<file path="config.mk">
export PLATFORM = sky130hd
export DESIGN_NAME = battery_charge_estimator_core
export DESIGN_NICKNAME = d
export VERILOG_FILES = /design/src/hdl/bce_pkg.sv /design/src/hdl/battery_charge_estimator_core.sv
export SDC_FILE = /design/constraint.sdc
export NUM_CORES = 2
export LEC_CHECK = 0
export CELL_PAD_IN_SITES_DETAIL_PLACEMENT = 1
export CELL_PAD_IN_SITES_GLOBAL_PLACEMENT = 1
export CORE_MARGIN = 8
export CORE_UTILIZATION = 45
export CTS_CLUSTER_SIZE = 24
export DETAILED_ROUTE_END_ITERATION = 6
export DONT_BUFFER_PORTS = 1
export MAX_ROUTING_LAYER = met4
export PLACE_DENSITY = 0.8
export SLEW_MARGIN = 20
export SYNTH_ARGS = -nofsm -noshare
export SYNTH_HDL_FRONTEND = slang
export SYNTH_SLANG_ARGS = --single-unit
</file>
<file path="constraint.sdc">
create_clock -name clock -period 8.16 [get_ports clock]
set_input_delay 1.632 -clock clock [delete_from_list [all_inputs] [get_ports clock]]
set_output_delay 1.632 -clock clock [all_outputs]
set_load 0.01 [all_outputs]
</file>
<file path="src/hdl/bce_pkg.sv">
// shared types and constants for the battery charge estimator
`timescale 1ns / 1ps
package bce_pkg;

   localparam int unsigned LevelW    = 28;    // Q12.16 level
   localparam int unsigned WholeW    = 12;
   localparam int unsigned FracW     = 16;
   localparam int unsigned RateW     = 20;    // Q0.32 rates, upper bits zero
   localparam int unsigned TimeW     = 32;
   localparam int unsigned MovedW    = 16;
   localparam int unsigned PctW      = 7;
   localparam int unsigned ProdW     = TimeW + RateW;
   localparam int unsigned AccW      = ProdW + 2;
   localparam int unsigned DivBits   = 18;    // (level - floor) * 100 fits here
   localparam int unsigned DivisorW  = 11;    // full_level - floor fits here
   localparam int unsigned CntW      = 5;
   localparam int unsigned CsrIndexW = 3;
   localparam int unsigned CsrDataW  = 20;
   localparam int unsigned ReqDataW  = 56;
   localparam int unsigned RspDataW  = 40;

   localparam logic [WholeW-1:0] PctFloor   = 12'd2500;
   localparam logic [PctW-1:0]   PctMax     = 7'd100;
   localparam logic [WholeW-1:0] StartReset = 12'd3700;
   localparam logic [WholeW-1:0] FullReset  = 12'd4095;
   localparam logic [RateW-1:0]  IdleReset  = 20'd42950;
   localparam logic [RateW-1:0]  MoveReset  = 20'd85899;
   localparam logic [RateW-1:0]  FillReset  = 20'd214748;

   // configuration register indexes
   localparam logic [CsrIndexW-1:0] RegStartLevel = 3'd0;
   localparam logic [CsrIndexW-1:0] RegFullLevel  = 3'd1;
   localparam logic [CsrIndexW-1:0] RegIdleRate   = 3'd2;
   localparam logic [CsrIndexW-1:0] RegMoveRate   = 3'd3;
   localparam logic [CsrIndexW-1:0] RegFillRate   = 3'd4;

   typedef enum logic [11:0] {
      S_IDLE   = 12'b0000_0000_0001,
      S_SETUP  = 12'b0000_0000_0010,
      S_TIMES  = 12'b0000_0000_0100,
      S_MUL_A  = 12'b0000_0000_1000,
      S_MUL_B  = 12'b0000_0001_0000,
      S_SUM    = 12'b0000_0010_0000,
      S_APPLY  = 12'b0000_0100_0000,
      S_PCT    = 12'b0000_1000_0000,
      S_PMUL   = 12'b0001_0000_0000,
      S_DLOAD  = 12'b0010_0000_0000,
      S_DIV    = 12'b0100_0000_0000,
      S_FINISH = 12'b1000_0000_0000
   } state_type;

endpackage

</file>
<file path="src/hdl/battery_charge_estimator_core.sv">
// Battery charge estimator: per-item level update, percent and result register
//
// Each accepted item updates the Q12.16 level estimate from the elapsed time, the motor
// running time and the wall/charger flags, and returns one result: the level, the state of
// charge percent and the flags as used. A small sequencer drives one shared 32x20
// multiplier through the drain or charge products and the percent scaling, and an
// 18-step restoring divider produces the percent where it is not settled without a
// division. req_tready is low while an item is in work; a finished result waits in
// the output register and the next item may be taken meanwhile. Configuration
// writes are meant for idle time; writing start_level also reloads the baseline and
// the level.
`timescale 1ns / 1ps
module battery_charge_estimator_core (
   input  logic                             clock,
   input  logic                             reset,
   input  logic                             req_tvalid,
   output logic                             req_tready,
   // now_ms[31:0], moved_ms[47:32], charger_active[48], charge_done[49],
   // wall_power[50], zero fill
   input  logic [bce_pkg::ReqDataW-1:0]     req_tdata,
   output logic                             rsp_tvalid,
   input  logic                             rsp_tready,
   // level_whole[11:0], level_fraction[27:12], percent[34:28], wall_echo[35],
   // charging_echo[36], done_echo[37], zero fill
   output logic [bce_pkg::RspDataW-1:0]     rsp_tdata,
   input  logic                             csr_wen,
   input  logic [bce_pkg::CsrIndexW-1:0]    csr_index,
   input  logic [bce_pkg::CsrDataW-1:0]     csr_wdata
);
   import bce_pkg::*;

   state_type state_ff;

   // configuration
   logic [WholeW-1:0] start_level_ff;
   logic [WholeW-1:0] full_level_ff;
   logic [RateW-1:0]  idle_rate_ff;
   logic [RateW-1:0]  move_rate_ff;
   logic [RateW-1:0]  fill_rate_ff;

   // estimator state
   logic              prior_wall_ff;
   logic [LevelW-1:0] baseline_ff;
   logic [LevelW-1:0] level_ff;
   logic [TimeW-1:0]  discharge_start_ff;
   logic [TimeW-1:0]  charge_start_ff;
   logic [TimeW-1:0]  moving_total_ff;

   // latched item
   logic [TimeW-1:0]  now_ff;
   logic [MovedW-1:0] moved_ff;
   logic              chg_ff;
   logic              done_ff;
   logic              wall_ff;

   // shared multiplier and accumulator
   logic [TimeW-1:0]  mul_a_ff;
   logic [RateW-1:0]  mul_b_ff;
   logic [ProdW-1:0]  prod_ff;
   logic [ProdW-1:0]  prod_in;
   logic [AccW-1:0]   acc_ff;

   // divider
   logic [DivBits-1:0]  quo_ff;
   logic [DivisorW-1:0] rem_ff;
   logic [DivisorW-1:0] divisor_ff;
   logic [CntW-1:0]     cnt_ff;
   logic [DivisorW:0]   trial;
   logic [PctW-1:0]     pct_ff;

   // output register
   logic                rsp_tvalid_ff;
   logic [RspDataW-1:0] rsp_tdata_ff;

   // step arithmetic
   logic [TimeW:0]    mt_sum;
   logic [TimeW-1:0]  mt_sat;
   logic [TimeW-1:0]  on_time;
   logic              mt_over;
   logic [TimeW-1:0]  mt_kept;
   logic [TimeW-1:0]  hold;
   logic [TimeW-1:0]  charge_time;
   logic [AccW-1:0]   base_wide;
   logic [AccW-1:0]   drain_left;
   logic [WholeW-1:0] whole;
   logic              out_free;

   assign prod_in = ProdW'(mul_a_ff) * ProdW'(mul_b_ff);

   assign mt_sum = {1'b0, moving_total_ff} + (TimeW + 1)'(moved_ff);
   assign mt_sat = mt_sum[TimeW] ? {TimeW{1'b1}} : mt_sum[TimeW-1:0];

   assign on_time     = now_ff - discharge_start_ff;
   assign mt_over     = moving_total_ff > on_time;
   assign mt_kept     = mt_over ? '0 : moving_total_ff;
   assign hold        = on_time - mt_kept;
   assign charge_time = now_ff - charge_start_ff;

   assign base_wide  = AccW'({baseline_ff, {FracW{1'b0}}});
   assign drain_left = base_wide - acc_ff;
   assign whole      = level_ff[LevelW-1:FracW];

   assign trial = {rem_ff, quo_ff[DivBits-1]};

   assign out_free   = !rsp_tvalid_ff || rsp_tready;
   assign req_tready = (state_ff == S_IDLE);
   assign rsp_tvalid = rsp_tvalid_ff;
   assign rsp_tdata  = rsp_tdata_ff;

   always_ff @(posedge clock) begin
      if (reset) begin
         state_ff           <= S_IDLE;
         rsp_tvalid_ff      <= 1'b0;
         start_level_ff     <= StartReset;
         full_level_ff      <= FullReset;
         idle_rate_ff       <= IdleReset;
         move_rate_ff       <= MoveReset;
         fill_rate_ff       <= FillReset;
         prior_wall_ff      <= 1'b0;
         baseline_ff        <= {StartReset, {FracW{1'b0}}};
         level_ff           <= {StartReset, {FracW{1'b0}}};
         discharge_start_ff <= '0;
         charge_start_ff    <= '0;
         moving_total_ff    <= '0;
         cnt_ff             <= '0;
      end else begin
         if (rsp_tvalid_ff && rsp_tready) begin
            rsp_tvalid_ff <= 1'b0;
         end

         unique case (state_ff)
            S_IDLE: begin
               if (req_tvalid) begin
                  now_ff   <= req_tdata[TimeW-1:0];
                  moved_ff <= req_tdata[TimeW+MovedW-1:TimeW];
                  chg_ff   <= req_tdata[TimeW+MovedW];
                  done_ff  <= req_tdata[TimeW+MovedW+1];
                  wall_ff  <= req_tdata[TimeW+MovedW+2];
                  // cnt_ff marks whether this item ran the divider
                  cnt_ff   <= '0;
                  state_ff <= S_SETUP;
               end
            end
            S_SETUP: begin
               moving_total_ff <= mt_sat;
               if (prior_wall_ff && !wall_ff) begin
                  discharge_start_ff <= now_ff;
                  moving_total_ff    <= '0;
                  prior_wall_ff      <= 1'b0;
                  baseline_ff        <= level_ff;
               end else if (!prior_wall_ff && wall_ff) begin
                  charge_start_ff <= now_ff;
                  prior_wall_ff   <= 1'b1;
                  baseline_ff     <= level_ff;
               end
               state_ff <= S_TIMES;
            end
            S_TIMES: begin
               moving_total_ff <= mt_kept;
               mul_a_ff        <= wall_ff ? charge_time : hold;
               mul_b_ff        <= wall_ff ? fill_rate_ff : idle_rate_ff;
               state_ff        <= S_MUL_A;
            end
            S_MUL_A: begin
               prod_ff  <= prod_in;
               mul_a_ff <= moving_total_ff;
               mul_b_ff <= move_rate_ff;
               state_ff <= S_MUL_B;
            end
            S_MUL_B: begin
               // charge: baseline plus gain; battery: first drain term
               acc_ff   <= AccW'(prod_ff) + (wall_ff ? base_wide : '0);
               prod_ff  <= prod_in;
               state_ff <= S_SUM;
            end
            S_SUM: begin
               if (!wall_ff) begin
                  acc_ff <= acc_ff + AccW'(prod_ff);
               end
               state_ff <= S_APPLY;
            end
            S_APPLY: begin
               if (wall_ff) begin
                  if (chg_ff) begin
                     level_ff <= (acc_ff[AccW-1:LevelW+FracW] != '0) ? {LevelW{1'b1}}
                                 : acc_ff[LevelW+FracW-1:FracW];
                  end
                  // done wins over the ramp
                  if (done_ff) begin
                     level_ff    <= {full_level_ff, {FracW{1'b0}}};
                     baseline_ff <= {full_level_ff, {FracW{1'b0}}};
                  end
               end else begin
                  level_ff <= (acc_ff >= base_wide) ? '0
                              : drain_left[LevelW+FracW-1:FracW];
               end
               state_ff <= S_PCT;
            end
            S_PCT: begin
               if (full_level_ff <= PctFloor) begin
                  pct_ff   <= (whole >= PctFloor) ? PctMax : '0;
                  state_ff <= S_FINISH;
               end else if (whole < PctFloor) begin
                  pct_ff   <= '0;
                  state_ff <= S_FINISH;
               end else begin
                  mul_a_ff <= TimeW'(whole - PctFloor);
                  mul_b_ff <= RateW'(PctMax);
                  state_ff <= S_PMUL;
               end
            end
            S_PMUL: begin
               prod_ff  <= prod_in;
               state_ff <= S_DLOAD;
            end
            S_DLOAD: begin
               quo_ff     <= prod_ff[DivBits-1:0];
               rem_ff     <= '0;
               divisor_ff <= DivisorW'(full_level_ff - PctFloor);
               cnt_ff     <= '0;
               state_ff   <= S_DIV;
            end
            S_DIV: begin
               // restoring division, one quotient bit per cycle
               if (trial >= {1'b0, divisor_ff}) begin
                  rem_ff <= DivisorW'(trial - {1'b0, divisor_ff});
                  quo_ff <= {quo_ff[DivBits-2:0], 1'b1};
               end else begin
                  rem_ff <= trial[DivisorW-1:0];
                  quo_ff <= {quo_ff[DivBits-2:0], 1'b0};
               end
               cnt_ff <= cnt_ff + CntW'(1);
               if (cnt_ff == CntW'(DivBits - 1)) begin
                  state_ff <= S_FINISH;
               end
            end
            S_FINISH: begin
               if (out_free) begin
                  rsp_tvalid_ff <= 1'b1;
                  state_ff      <= S_IDLE;
               end
            end
            default: state_ff <= S_IDLE;
         endcase

         if (csr_wen) begin
            case (csr_index)
               RegStartLevel: begin
                  start_level_ff <= csr_wdata[WholeW-1:0];
                  baseline_ff    <= {csr_wdata[WholeW-1:0], {FracW{1'b0}}};
                  level_ff       <= {csr_wdata[WholeW-1:0], {FracW{1'b0}}};
               end
               RegFullLevel: full_level_ff <= csr_wdata[WholeW-1:0];
               RegIdleRate:  idle_rate_ff  <= csr_wdata[RateW-1:0];
               RegMoveRate:  move_rate_ff  <= csr_wdata[RateW-1:0];
               RegFillRate:  fill_rate_ff  <= csr_wdata[RateW-1:0];
               default: ;
            endcase
         end
      end
   end

   // result payload; percent clamps the quotient at full scale
   always_ff @(posedge clock) begin
      if (state_ff == S_FINISH && out_free) begin
         rsp_tdata_ff <= {2'b00, done_ff, chg_ff, wall_ff,
                          (cnt_ff == CntW'(DivBits) && quo_ff > DivBits'(PctMax))
                             ? PctMax
                             : ((cnt_ff == CntW'(DivBits)) ? quo_ff[PctW-1:0] : pct_ff),
                          level_ff[FracW-1:0], whole};
      end
   end

endmodule

</file>
==> metrics.txt <==
outcome=finished, violations left; failing checks=DRC; Pleak=26.89 nW; CTS Buffer Depth=3; share of Yosys cell area claimed by the top area cell type=20.18%; async set-reset flop share out of synthesis=0%; DRT iter0 DRCs=between 2000 and 3000; prevailing post-synth register cell=edfxtp_1; CTS clk-pin slew, worst paths=about 0.06 ns; CP peak stage delay=approximately 0.42 ns; final period utilization=99.29%; pre-CTS WS=-0.7029 ns; critical path startpoint category=flip-flop; IO Port Bufs=0; largest net degree at the start of global routing=between 150 and 200; worst setup margin=0.05799 ns; Final min period=8.102 ns; top post-synthesis cells by area=fa_1 20%, edfxtp_1 16%, ha_1 11%; Max Cap Viol=0; final setup fails=0; Syn Area/Cell=8.728 sq um; CTS Hold Bufs=0; crit-path most repeated cell=a21o_1; Required @ worst endpoint=8.57 ns; WP depth=42; register bit total from synthesis=531; Nets=7347; Setup Skew=0.04154 ns; Final Instance Area=60030 sq um; Yosys warning total=0; Synth cell types=90; residual overflow from global routing=0; storage element area=13510 sq um; Synth Area in Simple Gates=between 15 and 20%; Power, Total=7.551 mW; complex-gate fraction of the synthesized area=around 14%; CTS Buf Count=60; Die Area=131000 sq um; Post-Place Cell Area=between 50000 and 60000 sq um; Max IR drop VDD=188.3 uV; initial antenna violation count=4; Post-synth EDFFs=288; critical path capture point type=flip-flop; Clock Latency Late Sink=0.69 ns; starting density of the core=45.14%; critical setup path kind=flip-flop to flip-flop; htree depth=2; commonest non-fill, non-tap cell in the layout=nand2_1; worst r2r src=now_ff[1]$_DFFE_PP_; register area share after synthesis=between 20% and 30%; relative slew slack=~21%; Core Box Area=119300 sq um; share of layout cells above drive strength 1=8.533%; Post-Synth Adder-Cell Area=30.77%; Critical Path Fanout Max=5; drt drc=2; area occupied by multi-input gates=approximately 37000 sq um; GPL Wtd Cong=0.9083; reg2reg path depth=42; vias in the first global route=50690; Hold WC Path Type=flip-flop to flip-flop; IO Count=~130; commonest cells after routing, fill and taps aside=1032 x nand2_1, 808 x inv_1, 541 x fa_1, 449 x ha_1, 416 x a21oi_1; Die Ht=362.0 um; Worst EP arrival=about 8.5 ns; ANT nets after route=0; Least-Margin Pin Slew=1.188 ns; Worst R2R End=mul_a_ff[29]$_DFFE_PP_; Netlist Area Pre-Place=53870 sq um; synthesis-to-finish area growth=11.44%; final WL=~170000 um; # fillers=13850; worst path buffer plus inverter count=6; die width=roughly 360 um; overall routing resource usage=between 20% and 30%; vias=45350; row cnt=127; Slew Viols, Final=0; CTS Root Buffer Type=clkbuf_16; Initial DRT Pass Iterations=7; drt wl/cell=22.02 um; first-pass GRT wire length=276300 um; top cell type by total area after synthesis=fa_1; CTS tree=yes; Avg Vias per Cell=5.718; internal reg-to-reg setup slack=around 0.058 ns; Synth Area in XOR/XNOR=under 10%; Critical Path End=mul_a_ff[29]$_DFFE_PP_; largest family of logic cells by synthesized area=adder cells; final hold violations=0; CP delay by family, top=compound AO/OA/AOI/OAI gates; Cell Pwr Density=125.8 nW/um^2; mux cell area share after synthesis=0.8966%; RSZ-0062 raised after global routing=yes; CP Launch Point=now_ff[1]$_DFFE_PP_; hpwl dp=134900 um; Peak Freq=123.4 MHz; slowest CP cell=edfxtp_1; CTS sink cnt=531; Cells after Synth=6172
layout make-up:
type / count / area share, %
tap: 1612 / 3.360
inverter: 814 / 5.090
timing repair buffer: 320 / 4.475
multi-input combinational: 4538 / 61.02
clock inverter: 39 / 0.8066
clock buffer: 75 / 2.732
antenna: 2 / 0.008337
sequential: 531 / 22.51
synthesized netlist by cell type, types with 11 or more instances:
cell type	instances
nand2_1	1036
a21oi_1	430
a31oi_1	39
nor2b_1	48
o211ai_1	34
nor2_1	251
inv_1	813
clkbuf_1	280
nand3b_1	12
a21o_1	133
and3_1	67
xnor2_1	148
o21ai_0	274
ha_1	455
dfxtp_1	243
nand3_1	127
fa_1	543
a221oi_1	12
nor3b_1	11
a22oi_1	18
a211oi_1	37
o21a_1	38
a211o_1	11
nor4_1	17
o221ai_1	20
a221o_1	12
or2_2	17
and2_1	232
xor2_1	112
o21bai_1	40
mux2i_1	46
nor3_1	50
or3_1	24
edfxtp_1	288
o31ai_1	36
nand4_1	33
nand2b_1	37
per-layer routing:
metal	global-route usage, %	up-vias	share of wire (%)	routed length (um)
met5	-	-	0	0
met4	10.78	0	4.2	7404
met3	3.305	438	4.6	8110
met2	47.57	1162	51	89320
met1	31.27	23150	40	69780
li1	-	20610	-	-
per-stage QoR:
| stage | setup TNS (ns) | utilization, % | hold slack (ns) | std cells |
|---|---|---|---|---|
| finish | 0 | 50.30 | 0.4514 | 7931 |
| global route | -2.863 | 50.30 | 0.4669 | 7931 |
| CTS | 0 | 49.80 | 0.4514 | 7897 |
| detailed placement | -8.113 | 47.84 | 0.4422 | 7768 |
| global placement | -5.484 | 47.84 | 0.4349 | 7768 |
| floorplan | 0 | - | 0.4064 | 6173 |
cells by family after synthesis:
group	count (synthesis)
AND/OR/NAND/NOR	1992
AO/OA/AOI/OAI	1236
buffers and inverters	1104
adder cells (fa/ha/maj)	999
flip-flops	531
XOR/XNOR	261
multiplexers	48
other	1
sequential cells by signal, indices dropped and copies added (netlist names), 11 cells and up:
signal	cells
acc_ff	54
baseline_ff	28
charge_start_ff	32
discharge_start_ff	32
divisor_ff	11
fill_rate_ff	20
full_level_ff	12
idle_rate_ff	20
level_ff	28
move_rate_ff	20
moved_ff	16
moving_total_ff	32
mul_a_ff	32
mul_b_ff	20
now_ff	32
prod_ff	52
quo_ff	18
rem_ff	11
rsp_tdata	38
state_ff	12
worst register-to-register path: cells and delay by family (launching register included):
kind	cells	cell delay [ns]
flops	1	0.42
buf+inv	6	0.78
xor+xnor	1	0.19
simple gates	10	1.35
compound gates	22	4.25
fa+ha+maj	3	0.86
how the worst min path moves through the flow:
stage | start | cells past startpoint | end
after detailed placement | charge_start_ff[9]$_SDFFE_PP0P_ | 2 | charge_start_ff[9]$_SDFFE_PP0P_
after global routing | charge_start_ff[17]$_SDFFE_PP0P_ | 2 | charge_start_ff[17]$_SDFFE_PP0P_
final | charge_start_ff[21]$_SDFFE_PP0P_ | 2 | charge_start_ff[21]$_SDFFE_PP0P_
after global placement | fill_rate_ff[5]$_SDFFE_PP0P_ | 2 | fill_rate_ff[5]$_SDFFE_PP0P_
after floorplan | level_ff[27]$_SDFF_PP1_ | 0 | rsp_tdata[11]$_DFFE_PP_
after CTS | discharge_start_ff[1]$_SDFFE_PP0P_ | 2 | discharge_start_ff[1]$_SDFFE_PP0P_
power breakdown:
part           internal, mW  switching [mW]
logic                 0.713           0.959
clock network          1.72            1.23
registers              2.89          0.0381
total                  5.32            2.23
timing repair:
item	4_1_cts	5_1_grt
pin swaps	23	53
gates resized for setup	27	58
setup endpoints to repair	20	23
setup buffers	16	29
Power figures use the tool's default switching activity.
